<file path="src/rtl/core/i2c_eeprom_master_defines.svh">
// ----------------------------------------------------------------------------
// i2c_eeprom_master_defines.svh
// Assertion macros shared by the EEPROM master RTL. With SYNTH defined the
// macros expand to nothing.
// ----------------------------------------------------------------------------
`ifndef I2C_EEPROM_MASTER_DEFINES_SVH
`define I2C_EEPROM_MASTER_DEFINES_SVH

`ifndef SYNTH

// Same-cycle implication: whenever ante holds, cons holds too
`define EM_ASSERT_IMPLIES(label, clk, rst, ante, cons, msg) \
   label: assert property (@(posedge clk) disable iff (rst) (ante) |-> (cons)) \
      else $error(msg);

// Next-cycle implication: whenever ante holds, cons holds in the cycle after
`define EM_ASSERT_NEXT(label, clk, rst, ante, cons, msg) \
   label: assert property (@(posedge clk) disable iff (rst) (ante) |=> (cons)) \
      else $error(msg);

`else

`define EM_ASSERT_IMPLIES(label, clk, rst, ante, cons, msg)
`define EM_ASSERT_NEXT(label, clk, rst, ante, cons, msg)

`endif

`endif

</file>
<file path="src/rtl/core/i2c_em_pkg.sv">
// ----------------------------------------------------------------------------
// i2c_em_pkg
// Types and constants of the serial EEPROM bus master: transaction payloads,
// configuration registers, register indexes and sequencer phases.
// ----------------------------------------------------------------------------
package i2c_em_pkg;

   // Configuration register widths
   localparam int HALF_W     = 10;
   localparam int WAIT_CFG_W = 24;
   localparam int DEV_W      = 7;
   localparam int CSR_DATA_W = 24;
   localparam int CSR_IDX_W  = 2;

   // Register indexes
   localparam logic [CSR_IDX_W-1:0] CSR_HALF_BIT   = 2'd0;
   localparam logic [CSR_IDX_W-1:0] CSR_WRITE_WAIT = 2'd1;
   localparam logic [CSR_IDX_W-1:0] CSR_DEVICE     = 2'd2;

   // Register reset values
   localparam logic [HALF_W-1:0]     HALF_RESET = 10'd4;
   localparam logic [WAIT_CFG_W-1:0] WAIT_RESET = 24'd1000000;
   localparam logic [DEV_W-1:0]      DEV_RESET  = 7'h50;

   // Read/write bit appended to the device address
   localparam logic RW_WRITE = 1'b0;
   localparam logic RW_READ  = 1'b1;

   // Command codes
   localparam logic CMD_READ  = 1'b0;
   localparam logic CMD_WRITE = 1'b1;

   // Last bit position of a byte slot (two half periods per bit)
   localparam logic [3:0] BIT_LAST = 4'd15;

   typedef struct packed {
      logic              request_valid;
      logic              command;
      logic [7:0]        mem_address;
      logic [7:0]        byte_count;
      logic [7:0]        write_data;
      logic              sda_in;
   } req_type;

   typedef struct packed {
      logic              scl;
      logic              sda_out;
      logic              busy_res;
      logic              data_request;
      logic              read_valid;
      logic [7:0]        read_data;
      logic              last_byte;
      logic              ack_missing;
   } rsp_type;

   typedef struct packed {
      logic [HALF_W-1:0]     half_bit_ticks;
      logic [WAIT_CFG_W-1:0] write_wait_ticks;
      logic [DEV_W-1:0]      device_address;
   } cfg_type;

   typedef enum logic [4:0] {
      PH_IDLE     = 5'd0,
      PH_START    = 5'd1,
      PH_RESTART  = 5'd2,
      PH_TX_DEVW  = 5'd3,
      PH_TX_ADDR  = 5'd4,
      PH_TX_DEVR  = 5'd5,
      PH_TX_DATA  = 5'd6,
      PH_ACK_DEVW = 5'd7,
      PH_ACK_ADDR = 5'd8,
      PH_ACK_DEVR = 5'd9,
      PH_ACK_DATA = 5'd10,
      PH_RX       = 5'd11,
      PH_MACK     = 5'd12,
      PH_STOP     = 5'd13,
      PH_WAIT     = 5'd14
   } phase_type;

endpackage

</file>
<file path="src/rtl/core/i2c_em_csr.sv">
// ----------------------------------------------------------------------------
// i2c_em_csr
// Configuration registers: bus timing, write programming wait and the
// seven bit device address.
// ----------------------------------------------------------------------------
module i2c_em_csr (
   input  logic                                clock,
   input  logic                                reset,
   input  logic                                csr_write_enable,
   input  logic [i2c_em_pkg::CSR_IDX_W-1:0]    csr_index,
   input  logic [i2c_em_pkg::CSR_DATA_W-1:0]   csr_write_data,
   output i2c_em_pkg::cfg_type                 cfg
);
   import i2c_em_pkg::*;

   cfg_type cfg_ff;
   cfg_type cfg_in;

   // Decode the write
   always_comb begin
      cfg_in = cfg_ff;
      if (csr_write_enable) begin
         unique case (csr_index)
            CSR_HALF_BIT:   cfg_in.half_bit_ticks   = csr_write_data[HALF_W-1:0];
            CSR_WRITE_WAIT: cfg_in.write_wait_ticks = csr_write_data[WAIT_CFG_W-1:0];
            CSR_DEVICE:     cfg_in.device_address   = csr_write_data[DEV_W-1:0];
            default:        cfg_in = cfg_ff;
         endcase
      end
   end

   // Hold the registers
   always_ff @(posedge clock) begin
      if (reset) begin
         cfg_ff.half_bit_ticks   <= HALF_RESET;
         cfg_ff.write_wait_ticks <= WAIT_RESET;
         cfg_ff.device_address   <= DEV_RESET;
      end else begin
         cfg_ff <= cfg_in;
      end
   end

   assign cfg = cfg_ff;

endmodule

</file>
<file path="src/rtl/core/i2c_em_seq.sv">
// ----------------------------------------------------------------------------
// i2c_em_seq
// Bus phase sequencer. Holds the phase, tick and bit counters and the byte
// datapath; computes the line levels and flags of one tick and advances the
// state when the tick is taken.
// ----------------------------------------------------------------------------
module i2c_em_seq #(
   parameter int WAIT_WIDTH = 24
) (
   input  logic                  clock,
   input  logic                  reset,
   input  logic                  step_en,
   input  i2c_em_pkg::req_type   item,
   input  i2c_em_pkg::cfg_type   cfg,
   output i2c_em_pkg::rsp_type   result
);
   import i2c_em_pkg::*;

   localparam int CNT_W = (WAIT_WIDTH > HALF_W) ? WAIT_WIDTH : HALF_W;

   // State registers
   phase_type        phase_ff, phase_in;
   logic [3:0]       bit_ff, bit_in;
   logic [CNT_W-1:0] cnt_ff, cnt_in;
   logic [7:0]       bytes_ff, bytes_in;
   logic [7:0]       shift_ff, shift_in;
   logic [7:0]       addr_ff, addr_in;
   logic             cmd_ff, cmd_in;

   // State as seen by this tick, after a possible start of a transaction
   logic             load;
   phase_type        ph_e;
   logic [3:0]       bit_e;
   logic [CNT_W-1:0] cnt_e;
   logic [7:0]       bytes_e;
   logic [7:0]       shift_e;

   logic [WAIT_WIDTH-1:0] wait_sat;
   logic                  wait_zero;
   logic [CNT_W-1:0]      len;
   logic [CNT_W:0]        cnt_inc;
   logic                  end_tick;
   logic [7:0]            shift_rx;
   logic                  more_bytes;
   logic                  scl, sda, dreq, rvalid, last, nack;
   logic [7:0]            rdata;

   // Clamp the programming wait to the counter range
   generate
      if (WAIT_WIDTH >= WAIT_CFG_W) begin : g_wait_wide
         assign wait_sat = WAIT_WIDTH'(cfg.write_wait_ticks);
      end else begin : g_wait_narrow
         assign wait_sat = (|cfg.write_wait_ticks[WAIT_CFG_W-1:WAIT_WIDTH]) ? '1 :
                           cfg.write_wait_ticks[WAIT_WIDTH-1:0];
      end
   endgenerate

   assign wait_zero = (wait_sat == '0);

   // Take a new transaction when idle
   always_comb begin
      load    = (phase_ff == PH_IDLE) && item.request_valid;
      ph_e    = load ? PH_START : phase_ff;
      bit_e   = load ? 4'd0 : bit_ff;
      cnt_e   = load ? '0 : cnt_ff;
      bytes_e = load ? item.byte_count : bytes_ff;
      shift_e = load ? {cfg.device_address, RW_WRITE} : shift_ff;
      addr_in = load ? item.mem_address : addr_ff;
      cmd_in  = load ? item.command : cmd_ff;
   end

   // Step length and end of step
   always_comb begin
      if (ph_e == PH_WAIT) begin
         len = wait_zero ? CNT_W'(1) : CNT_W'(wait_sat);
      end else begin
         len = (cfg.half_bit_ticks == '0) ? CNT_W'(1) : CNT_W'(cfg.half_bit_ticks);
      end
      cnt_inc  = {1'b0, cnt_e} + (CNT_W+1)'(1);
      end_tick = (cnt_inc >= {1'b0, len});
   end

   assign shift_rx   = {shift_e[6:0], item.sda_in};
   assign more_bytes = (bytes_e != 8'd0);

   // Next phase, bit position and tick count
   always_comb begin
      phase_in = ph_e;
      bit_in   = bit_e;
      cnt_in   = cnt_e;
      unique case (ph_e) inside
         PH_IDLE: begin
            phase_in = PH_IDLE;
         end
         PH_START: begin
            if (!end_tick) begin
               cnt_in = cnt_inc[CNT_W-1:0];
            end else if (bit_e != 4'd0) begin
               phase_in = PH_TX_DEVW;
               bit_in   = 4'd0;
               cnt_in   = '0;
            end else begin
               bit_in = bit_e + 4'd1;
               cnt_in = '0;
            end
         end
         PH_RESTART: begin
            if (!end_tick) begin
               cnt_in = cnt_inc[CNT_W-1:0];
            end else if (bit_e >= 4'd2) begin
               phase_in = PH_TX_DEVR;
               bit_in   = 4'd0;
               cnt_in   = '0;
            end else begin
               bit_in = bit_e + 4'd1;
               cnt_in = '0;
            end
         end
         PH_TX_DEVW, PH_TX_ADDR, PH_TX_DEVR, PH_TX_DATA: begin
            if (!end_tick) begin
               cnt_in = cnt_inc[CNT_W-1:0];
            end else if (bit_e == BIT_LAST) begin
               unique case (ph_e) inside
                  PH_TX_DEVW: phase_in = PH_ACK_DEVW;
                  PH_TX_ADDR: phase_in = PH_ACK_ADDR;
                  PH_TX_DEVR: phase_in = PH_ACK_DEVR;
                  default:    phase_in = PH_ACK_DATA;
               endcase
               bit_in = 4'd0;
               cnt_in = '0;
            end else begin
               bit_in = bit_e + 4'd1;
               cnt_in = '0;
            end
         end
         PH_ACK_DEVW, PH_ACK_ADDR, PH_ACK_DEVR, PH_ACK_DATA: begin
            if (!end_tick) begin
               cnt_in = cnt_inc[CNT_W-1:0];
            end else if (!bit_e[0]) begin
               bit_in = 4'd1;
               cnt_in = '0;
            end else begin
               bit_in = 4'd0;
               cnt_in = '0;
               if (ph_e == PH_ACK_DEVW) begin
                  phase_in = PH_TX_ADDR;
               end else if (ph_e == PH_ACK_DEVR) begin
                  phase_in = more_bytes ? PH_RX : PH_STOP;
               end else if (ph_e == PH_ACK_ADDR && cmd_in == CMD_READ) begin
                  phase_in = PH_RESTART;
               end else begin
                  phase_in = more_bytes ? PH_TX_DATA : PH_STOP;
               end
            end
         end
         PH_RX: begin
            if (!end_tick) begin
               cnt_in = cnt_inc[CNT_W-1:0];
            end else if (bit_e == BIT_LAST) begin
               phase_in = PH_MACK;
               bit_in   = 4'd0;
               cnt_in   = '0;
            end else begin
               bit_in = bit_e + 4'd1;
               cnt_in = '0;
            end
         end
         PH_MACK: begin
            if (!end_tick) begin
               cnt_in = cnt_inc[CNT_W-1:0];
            end else if (!bit_e[0]) begin
               bit_in = 4'd1;
               cnt_in = '0;
            end else begin
               phase_in = more_bytes ? PH_RX : PH_STOP;
               bit_in   = 4'd0;
               cnt_in   = '0;
            end
         end
         PH_STOP: begin
            if (!end_tick) begin
               cnt_in = cnt_inc[CNT_W-1:0];
            end else if (bit_e >= 4'd2) begin
               phase_in = (cmd_in == CMD_WRITE && !wait_zero) ? PH_WAIT : PH_IDLE;
               bit_in   = 4'd0;
               cnt_in   = '0;
            end else begin
               bit_in = bit_e + 4'd1;
               cnt_in = '0;
            end
         end
         PH_WAIT: begin
            if (end_tick) begin
               phase_in = PH_IDLE;
               bit_in   = 4'd0;
               cnt_in   = '0;
            end else begin
               cnt_in = cnt_inc[CNT_W-1:0];
            end
         end
         default: begin
            phase_in = PH_IDLE;
            bit_in   = 4'd0;
            cnt_in   = '0;
         end
      endcase
   end

   // Line levels, flags and byte datapath
   always_comb begin
      scl      = 1'b1;
      sda      = 1'b1;
      dreq     = 1'b0;
      rvalid   = 1'b0;
      rdata    = 8'd0;
      last     = 1'b0;
      nack     = 1'b0;
      shift_in = shift_e;
      bytes_in = bytes_e;
      unique case (ph_e) inside
         PH_IDLE, PH_WAIT: begin
            scl = 1'b1;
         end
         PH_START: begin
            sda = (bit_e == 4'd0);
         end
         PH_RESTART: begin
            scl = (bit_e != 4'd0);
            sda = (bit_e != 4'd2);
            if (end_tick && bit_e >= 4'd2) begin
               shift_in = {cfg.device_address, RW_READ};
            end
         end
         PH_TX_DEVW, PH_TX_ADDR, PH_TX_DEVR, PH_TX_DATA: begin
            scl = bit_e[0];
            sda = shift_e[~bit_e[3:1]];
         end
         PH_ACK_DEVW, PH_ACK_ADDR, PH_ACK_DEVR, PH_ACK_DATA: begin
            scl = bit_e[0];
            if (end_tick && bit_e[0]) begin
               nack = item.sda_in;
               if (ph_e == PH_ACK_DEVW) begin
                  shift_in = addr_in;
               end else if (ph_e == PH_ACK_DEVR) begin
                  shift_in = shift_e;
               end else if (ph_e == PH_ACK_ADDR && cmd_in == CMD_READ) begin
                  shift_in = shift_e;
               end else if (more_bytes) begin
                  dreq     = 1'b1;
                  last     = (bytes_e == 8'd1);
                  bytes_in = bytes_e - 8'd1;
                  shift_in = item.write_data;
               end
            end
         end
         PH_RX: begin
            scl = bit_e[0];
            if (end_tick && bit_e[0]) begin
               shift_in = shift_rx;
            end
            if (end_tick && bit_e == BIT_LAST) begin
               rvalid   = 1'b1;
               rdata    = shift_rx;
               last     = (bytes_e == 8'd1);
               bytes_in = bytes_e - 8'd1;
            end
         end
         PH_MACK: begin
            scl = bit_e[0];
            sda = !more_bytes;
         end
         PH_STOP: begin
            scl = (bit_e != 4'd0);
            sda = (bit_e == 4'd2);
         end
         default: begin
            scl = 1'b1;
         end
      endcase
   end

   // Result of this tick
   always_comb begin
      result.scl          = scl;
      result.sda_out      = sda;
      result.busy_res     = !(phase_in == PH_IDLE && scl && sda && !dreq && !rvalid && !nack);
      result.data_request = dreq;
      result.read_valid   = rvalid;
      result.read_data    = rdata;
      result.last_byte    = last;
      result.ack_missing  = nack;
   end

   // Advance the state on a taken tick
   always_ff @(posedge clock) begin
      if (reset) begin
         phase_ff <= PH_IDLE;
         bit_ff   <= 4'd0;
         cnt_ff   <= '0;
      end else if (step_en) begin
         phase_ff <= phase_in;
         bit_ff   <= bit_in;
         cnt_ff   <= cnt_in;
      end
   end

   always_ff @(posedge clock) begin
      if (step_en) begin
         bytes_ff <= bytes_in;
         shift_ff <= shift_in;
         addr_ff  <= addr_in;
         cmd_ff   <= cmd_in;
      end
   end

endmodule

</file>
<file path="src/rtl/core/i2c_eeprom_master.sv">
// ----------------------------------------------------------------------------
// i2c_eeprom_master
// Serial EEPROM bus master: one request transaction per timing tick in,
// one result transaction per tick out with the SCL/SDA levels and flags.
// ----------------------------------------------------------------------------
// Usage:
//   req_* carries one tick per transaction: a start request with command,
//   memory address and byte count, the next write byte and the sampled SDA.
//   rsp_* returns one transaction per tick: SCL, SDA drive, busy, data
//   request, received byte and acknowledge status.
//   csr_* writes the half bit length, write programming wait and device
//   address; write it only while the block is idle.
//   A tick's result passes through the input register, then the result register.
//   Throughput: one tick per cycle while the result is not stalled, set by
//   the single sequencer step between those two registers.
//   Reset: the sequencer returns to idle with both lines released and the
//   registers take their defaults (4, 1000000, 0x50).
//   When rsp_stall is high the result holds; one more tick is buffered in
//   the input register, after which req_stall rises until the result is taken.
// ----------------------------------------------------------------------------
`include "i2c_eeprom_master_defines.svh"

module i2c_eeprom_master #(
   parameter int WAIT_WIDTH = 24
) (
   input  logic                               clock,
   input  logic                               reset,
   input  logic                               req_valid,
   output logic                               req_stall,
   input  i2c_em_pkg::req_type                req_data,
   output logic                               rsp_valid,
   input  logic                               rsp_stall,
   output i2c_em_pkg::rsp_type                rsp_data,
   input  logic                               csr_write_enable,
   input  logic [i2c_em_pkg::CSR_IDX_W-1:0]   csr_index,
   input  logic [i2c_em_pkg::CSR_DATA_W-1:0]  csr_write_data
);
   import i2c_em_pkg::*;

   logic    in_valid_ff, in_valid_in;
   req_type in_data_ff;
   logic    rsp_valid_ff, rsp_valid_in;
   rsp_type rsp_data_ff;
   rsp_type step_result;
   cfg_type cfg;
   logic    accept;
   logic    advance;

   i2c_em_csr u_csr (
      .clock            (clock),
      .reset            (reset),
      .csr_write_enable (csr_write_enable),
      .csr_index        (csr_index),
      .csr_write_data   (csr_write_data),
      .cfg              (cfg)
   );

   i2c_em_seq #(
      .WAIT_WIDTH (WAIT_WIDTH)
   ) u_seq (
      .clock   (clock),
      .reset   (reset),
      .step_en (advance),
      .item    (in_data_ff),
      .cfg     (cfg),
      .result  (step_result)
   );

   // Move a tick from the input register to the result register
   assign advance   = in_valid_ff && (!rsp_valid_ff || !rsp_stall);
   assign req_stall = in_valid_ff && !advance;
   assign accept    = req_valid && !req_stall;

   always_comb begin
      in_valid_in  = accept ? 1'b1 : (advance ? 1'b0 : in_valid_ff);
      rsp_valid_in = advance ? 1'b1 : (rsp_stall ? rsp_valid_ff : 1'b0);
   end

   // Hold the valid flags
   always_ff @(posedge clock) begin
      if (reset) begin
         in_valid_ff  <= 1'b0;
         rsp_valid_ff <= 1'b0;
      end else begin
         in_valid_ff  <= in_valid_in;
         rsp_valid_ff <= rsp_valid_in;
      end
   end

   // Capture payloads
   always_ff @(posedge clock) begin
      if (accept) begin
         in_data_ff <= req_data;
      end
      if (advance) begin
         rsp_data_ff <= step_result;
      end
   end

   assign rsp_valid = rsp_valid_ff;
   assign rsp_data  = rsp_data_ff;

   `EM_ASSERT_IMPLIES(a_one_event, clock, reset, rsp_valid_ff, !(rsp_data_ff.data_request && rsp_data_ff.read_valid), "data request and read byte in one tick")
   `EM_ASSERT_IMPLIES(a_last_flag, clock, reset, rsp_valid_ff && rsp_data_ff.last_byte, rsp_data_ff.data_request || rsp_data_ff.read_valid, "last byte without a byte")
   `EM_ASSERT_IMPLIES(a_ack_high, clock, reset, rsp_valid_ff && rsp_data_ff.ack_missing, rsp_data_ff.scl && rsp_data_ff.busy_res, "acknowledge sampled outside SCL high")
   `EM_ASSERT_NEXT(a_step_lands, clock, reset, advance, rsp_valid_ff, "sequencer step lost its result")

endmodule

</file>
<file path="config.mk">
export PLATFORM = sky130hd
export DESIGN_NAME = i2c_eeprom_master
export DESIGN_NICKNAME = d
export VERILOG_FILES = /design/src/rtl/core/i2c_em_pkg.sv /design/src/rtl/core/i2c_em_csr.sv /design/src/rtl/core/i2c_em_seq.sv /design/src/rtl/core/i2c_eeprom_master.sv
export VERILOG_INCLUDE_DIRS = /design/src /design/src/rtl/core
export SDC_FILE = /design/constraint.sdc
export NUM_CORES = 1
export LEC_CHECK = 0
export BUFFER_PORTS_ARGS = -buffer_cell sky130_fd_sc_hd__buf_2
export CORE_MARGIN = 2
export CORE_UTILIZATION = 37
export DETAILED_ROUTE_END_ITERATION = 10
export GPL_ROUTABILITY_DRIVEN = 0
export HOLD_SLACK_MARGIN = 0.02
export MAX_ROUTING_LAYER = met4
export SLEW_MARGIN = 25
export SYNTH_ARGS = -nofsm -noshare
export SYNTH_HDL_FRONTEND = slang
export SYNTH_SLANG_ARGS = --single-unit
</file>
<file path="constraint.sdc">
create_clock -name clock -period 5.2 [get_ports clock]
set_clock_uncertainty 0.1 [all_clocks]
set_input_delay 0 -clock clock [delete_from_list [all_inputs] [get_ports clock]]
set_output_delay 0 -clock clock [all_outputs]
set_load 0.03 [all_outputs]
</file>
==> results.txt, run 1 <==
number of global-route vias before repair - 7452
CTS max path bufs - 2
final setup fails - 0
area grow syn2layout - 23.47%
Syn. warnings - 0
remaining antenna violation count - 0
Rel. slew slack - 32.56%
vias per cell - 5.660
Die Wd - 155.2 um
crit path kind - register to register
number of remaining DRC errors - 0
Setup TNS - 0 ns
cell area after synthesis - 8454 um^2
Synth cell types - 83
Hold Violations, Final - 0
Hold Path Class - input pin to register
status - finished clean
Overflow after GRT - 0
post-synthesis async set-or-reset flop share - 0%
synthesized flop and latch total - 143
Net count, final - 1159
clk_lat worst skew - 0.43 ns
diode count - 0
CTS tree - done
root buffer cell - clkbuf_16
die height - 155.2 um
CTS Sinks - 143
vias - 7732
initial antenna violation count - 0
leakage power - 0.004088 uW
first-pass iteration count of the detailed router - 6
first-pass GRT wire length - 40.08 mm
maximum operating frequency - 209.2 MHz
largest net degree at the start of global routing - 79
Post-DP HPWL - 16.84 mm
Area contributors post-synth - edfxtp_1 24%, dfxtp_1 18%, nand2_1 6.5%
library cell with the highest instance count after synthesis - nand2_1
I/O pin count - 75
fin crit period - 4.780 ns
Tot GR Track Use - 21.45%
RSZ-0062 raised after global routing - false
P per Cell Area - 269.7 nW/um^2
worst slew pin tran - 1.002 ns
Synth top area share - 23.80%
WHS - 0.07887 ns
critical path startpoint category - register
Tcrit/Tclk final - 91.93%
Final Max Slew Viols - 0
Initial Util - 37.57%
row count - 55
syn_area_per_cell - 9.023 um^2
Synth area leader - edfxtp_1
Synth top cells by count - 147 x nand2_1, 95 x nor2_1, 76 x dfxtp_1
Critical Path Fanout Max - 10
Worst-path clk slew - 0.06 ns
core area - 22500 um^2
Routed WL per cell - 17.98 um
die area - 24070 um^2
Initial DRC Count - 887
Post-synth EDFFs - 67
Max VDD drop - 0.2318 mV
total routed wirelength - 24.56 mm
PortBufs - 74
# H-tree levels - 4
CTS Buf Count - 17
max-cap viol count - 0
CP Capture Type - register
Main synth FF type - dfxtp_1
Mapped Nets - 1028
cell count after synthesis - 937
arrival time at the worst endpoint - 4.93 ns
sequential element share of the synthesized area - 41.79%
Worst Path Required - 5.35 ns
layout cell share with drive strength beyond 1 - 17.48%
## worst max-delay path: stages (launching register included)
cell and delay, ns:
edfxtp_1 0.41, nor3b_2 0.19, nand2_1 0.13, nand2_1 0.09
inv_1 0.09, ha_1 0.19, nand3_2 0.17, nor3_4 0.20
buf_4 0.17, nand4_1 0.11, xor2_1 0.15, nor2_1 0.08
ha_1 0.35, nand4_1 0.15, nor4_2 0.33, a31oi_2 0.18
o311a_4 0.20, nand2_8 0.15, ha_4 0.19, clkinv_1 0.11
nor3_2 0.19, o211ai_1 0.15, inv_1 0.15, a21oi_4 0.09
nor4b_2 0.28
## report_power, final
part           switching, uW  total, uW  internal (uW)
Sequential              29.4       1260           1230
Combinational            202        339            137
Clock                    498       1220            719
Total                    730       2810           2090
## layer usage
metal	track usage [%]	vias to the layer above	routed length, um
met5	-	-	0
met4	7.760	0	551
met3	3.175	44	1417
met2	31.53	274	11030
met1	30.07	3663	11560
li1	-	3751	-
## flip-flops by register name, summed over array words and instances (netlist names)
register,cells
in_data_ff,27
in_valid_ff,1
rsp_data,15
rsp_valid,1
u_csr.cfg,41
u_seq.addr_ff,8
u_seq.bit_ff,4
u_seq.bytes_ff,8
u_seq.cmd_ff,1
u_seq.cnt_ff,24
u_seq.phase_ff,5
u_seq.shift_ff,8
## kinds of logic after synthesis
kind of cell / Yosys count / synth area share (%)
mux: 45 / 5.550
simple gates: 393 / 22.70
fa+ha+maj: 33 / 4.884
flops: 143 / 41.79
compound gates: 217 / 18.41
buf+inv: 78 / 3.759
xor+xnor: 28 / 2.901
## stage by stage
step           cell area (um^2)  std cells  worst slack, ns  util (%)  power (uW)
4_1_cts                   10370       1363          0.08096     46.07        2833
5_1_grt                   10440       1366          0.02081     46.39        2926
3_3_place_gp               9196       1272           0.1158     40.87        1581
6_report                  10440       1366           0.4196     46.39        2815
2_1_floorplan              8462        937          0.03681         -        1473
3_5_place_dp               9200       1272         0.002856     40.88        1583
## what timing repair did
item                                   CTS  global route
setup endpoints to repair                6            17
resized for setup                        0             7
setup buffers                            2             2
pin swaps                                1             3
endpoints found under the hold margin   70             0
hold buffers                            57             0
## cell type report
type | instances | area [um^2]
fill | 2097 | 12060
clock inverter | 13 | 137.6
inverter | 26 | 102.6
tap | 285 | 356.6
clock buffer | 19 | 442.9
timing repair buffer | 164 | 1192
sequential | 143 | 3533
multi-input combinational | 716 | 4673
## path summary, 6_finish.rpt
check / cells after the start / end / startpoint / slack [ns]
setup / recovery: 24 / rsp_data[1] / in_data_ff[26] / 0.42
hold / removal: 4 / u_csr.cfg[30] / csr_write_enable / 0.08
hold reg to reg: 2 / u_csr.cfg[15] / u_csr.cfg[15] / 0.37
setup reg to reg: 24 / rsp_data[1] / in_data_ff[26] / 0.42
## layout by cell type (no fill, tap or decap), types with 6 or more instances in the layout
cell type      synthesis  routed
xnor2_1                8       8
dfxtp_1               76      76
clkbuf_16              0      17
nand3b_1              12      12
nor4_1                15      14
o211ai_1               8       8
o2111ai_1              6       6
nor2_1                95      93
inv_1                 22      22
a31oi_1                7       6
a21oi_1               50      50
mux2i_1               39      39
buf_2                 16      74
nand3_1               29      29
o22ai_1               14      14
nor3_1                13      12
a222oi_1               6       6
nor2b_1                8       7
a22oi_1               29      29
o21ai_0               19      19
and3_1                 6       6
or4_1                  7       7
ha_1                  33      32
xor2_1                20      20
edfxtp_1              67      67
nand4_1               12      12
a211oi_1              10      10
nand2_1              147     147
buf_4                  0      32
dlygate4sd3_1          0      57
or3_1                 12      12
o21a_1                 9       9
Note: power is estimated with default switching activity, not from simulation.
==> run 2, diff against run 1 <==
--- a/config.mk
+++ b/config.mk
@@ -13,6 +13,7 @@
 export GPL_ROUTABILITY_DRIVEN = 0
 export HOLD_SLACK_MARGIN = 0.02
 export MAX_ROUTING_LAYER = met4
+export RECOVER_POWER = 100
 export SLEW_MARGIN = 25
 export SYNTH_ARGS = -nofsm -noshare
 export SYNTH_HDL_FRONTEND = slang
==> run 2 against run 1 <==
Against the previous run: sequential power barely moved; first-iteration DRC count increased by 11%; power about the same; largest power group unchanged; the run now ends with capacitance limit, slew limit left; largest cell class unchanged; sequential share of layout area rose by 0.29 points; register-to-register slack worse by 0.18 ns; via count hardly changed; non-clock buffer count unchanged.
==> results.txt, run 2 (same netlist as run 1, synthesis figures left out) <==
remaining antenna violation count - 0 (unchanged)
placed instance area - 9200 um^2 (unchanged)
worst slew pin tran - 2.625 ns (+1.623 ns)
footprint of the multi-input gates - 4628 um^2 (-0.96%)
Sw Ratio - 26.03% (+0.11 points)
most frequent cells in the layout - 147 x nand2_1, 93 x nor2_1, 76 x dfxtp_1
critical path startpoint category - register
Tot GR Track Use - 21.45% (unchanged)
row count - 55 (unchanged)
Net count, final - 1159 (unchanged)
final instance area - 10350 um^2 (-0.84%)
number of global-route vias before repair - 7452 (unchanged)
WHS Endpoint - u_csr.cfg[30]
Initial DRC Count - 988 (+11%)
RR Startpoint - in_data_ff[26]
GR Layer Usage met3 - 3.175% (unchanged)
Most Crowded Layer GR - met2
Die Wd - 155.2 um (unchanged)
I/O pin count - 75 (unchanged)
Setup TNS - 0 ns (unchanged)
CTS tree - done
CTS Buf Count - 17 (unchanged)
final setup fails - 0 (unchanged)
CTS max path bufs - 2 (unchanged)
vias per cell - 5.661 (about the same)
Post-Layout Cell Count - 1366 (unchanged)
CTS Sinks - 143 (unchanged)
RSZ-0062 raised after global routing - false
max-cap viol count - 2 (+2)
maximum operating frequency - 201.6 MHz (-3.6%)
Worst-path clk slew - 0.06 ns (about the same)
first-pass iteration count of the detailed router - 6 (unchanged)
Initial Util - 37.57% (unchanged)
Overflow after GRT - 0 (unchanged)
reg2reg path depth - 12 (-50%)
layout cell share with drive strength beyond 1 - 14.62% (-2.9 points)
failing checks - capacitance limit, slew limit
# H-tree levels - 4 (unchanged)
clk_lat worst skew - 0.43 ns (about the same)
largest net degree at the start of global routing - 79 (unchanged)
Tcrit/Tclk final - 95.41% (+3.5 points)
internal power - 2082 uW (-0.16%)
Clock Power Share - 43.4% (about the same)
CP Capture Type - register
fill count - 2120 (+1.1%)
first-pass GRT wire length - 40.08 mm (unchanged)
Hold Path Class - input pin to register
area grow syn2layout - 22.44%
commonest non-fill, non-tap cell in the layout - nand2_1
status - finished, violations left
Routed WL per cell - 17.98 um (about the same)
die height - 155.2 um (unchanged)
Util after Layout - 46.00% (-0.39 points)
leakage power - 0.003963 uW (-3.0%)
core area - 22500 um^2 (unchanged)
Tot Pwr - 2815 uW (about the same)
Hold Violations, Final - 0 (unchanged)
Worst Path Required - 5.25 ns (-0.10 ns)
Comb pwr share - 11.8% (-0.2 points)
met1 global-route usage - 30.07% (unchanged)
PortBufs - 74 (unchanged)
vias - 7733 (+0.013%)
R2R setup slack - 0.24 ns (-0.18 ns)
GR Util met2 - 31.53% (unchanged)
total routed wirelength - 24.55 mm (about the same)
fin crit period - 4.961 ns (+0.1807 ns)
Hold Startpoint - csr_write_enable
Critical Path Fanout Max - 9 (-1)
Largest register FFs - 41 (unchanged)
crit path kind - register to register
Rel. slew slack - -75.03% (-110 points)
Post-DP HPWL - 16.84 mm (unchanged)
hold path depth - 4 (unchanged)
Final Max Slew Viols - 74 (+74)
number of remaining DRC errors - 0 (unchanged)
Max VDD drop - 0.2330 mV (+0.50%)
FF/Latch Area - 3533 um^2 (unchanged)
Worst R2R End - rsp_data[12]
arrival time at the worst endpoint - 5.01 ns (+0.08 ns)
sequential share of power - 44.8% (about the same)
P per Cell Area - 271.9 nW/um^2 (+0.83%)
diode count - 0 (unchanged)
die area - 24070 um^2 (unchanged)
root buffer cell - clkbuf_16
cell total after placement - 1272 (unchanged)
initial antenna violation count - 0 (unchanged)
Psw - 732.6 uW (+0.41%)
run 2: cell types whose count changed in the layout (fill, tap and decap cells not counted), moves of 2 or more:
cell	previous run	this run
o21ai_0	19	22
nor3b_2	2	0
buf_4	32	26
buf_2	74	54
o21ai_1	5	3
nor4_1	14	16
nor3b_1	2	4
clkbuf_1	1	25
nor4_2	2	0
run 2: power groups by stage:
stage | combinational, uW | sequential (uW) | clock [uW]
floorplan | 193 | 1280 | 0
global placement | 300 | 1280 | 0
detailed placement | 301 | 1280 | 0
CTS | 334 | 1260 | 1240
global route | 364 | 1260 | 1290
finish | 333 | 1260 | 1220
run 2: repair_timing:
action,CTS,global route
hold buffers,57,0
resized for setup,0,7
buffers inserted,2,2
endpoints found under the hold margin,70,0
setup endpoints to repair,6,17
pin swaps,1,3
cloned,0,0
run 2: layer usage:
layer | vias up | wire length (um)
li1 | 3747 | -
met1 | 3694 | 11540
met2 | 256 | 11030
met3 | 36 | 1476
met4 | 0 | 512
met5 | - | 0
run 2: area by class of cell:
class | instances | area share (%)
Inverter | 26 | 0.9912
Clock buffer | 19 | 4.279
Sequential cell | 143 | 34.14
Clock inverter | 13 | 1.330
Multi-Input combinational cell | 716 | 44.71
Tap cell | 285 | 3.445
Timing Repair Buffer | 164 | 11.11
run 2: through the flow:
stage	setup WS, ns	hold WS [ns]
final	0.2388	0.08006
after global placement	0.1158	0.07694
after floorplan	0.03681	-0.001131
after detailed placement	0.002856	0.07809
after CTS	0.08096	0.1313
after global routing	0.007220	0.1265
run 2: critical path, cell delays in order (launching register included):
cell and delay (ns):
edfxtp_1 0.37, or3b_1 0.47, clkbuf_1 0.23, o21ai_0 0.97, inv_1 0.43, ha_1 0.40
and3_1 0.23, o21ai_0 0.30, nor2_1 0.10, o21ai_0 0.22, o221ai_1 0.18, o41ai_2 0.50
o2111ai_1 0.17
run 2: worst max-delay path by stage:
stage | startpoint | endpoint | slack, ns
5_1_grt | in_data_ff[26] | rsp_data[1] | 0.007
6_report | in_data_ff[26] | rsp_data[12] | 0.24
3_3_place_gp | in_data_ff[26] | u_seq.bytes_ff[6] | 0.12
3_5_place_dp | in_data_ff[26] | u_seq.bytes_ff[6] | 0.003
4_1_cts | in_data_ff[26] | rsp_data[1] | 0.08
2_1_floorplan | in_data_ff[26] | rsp_data[1] | 0.04
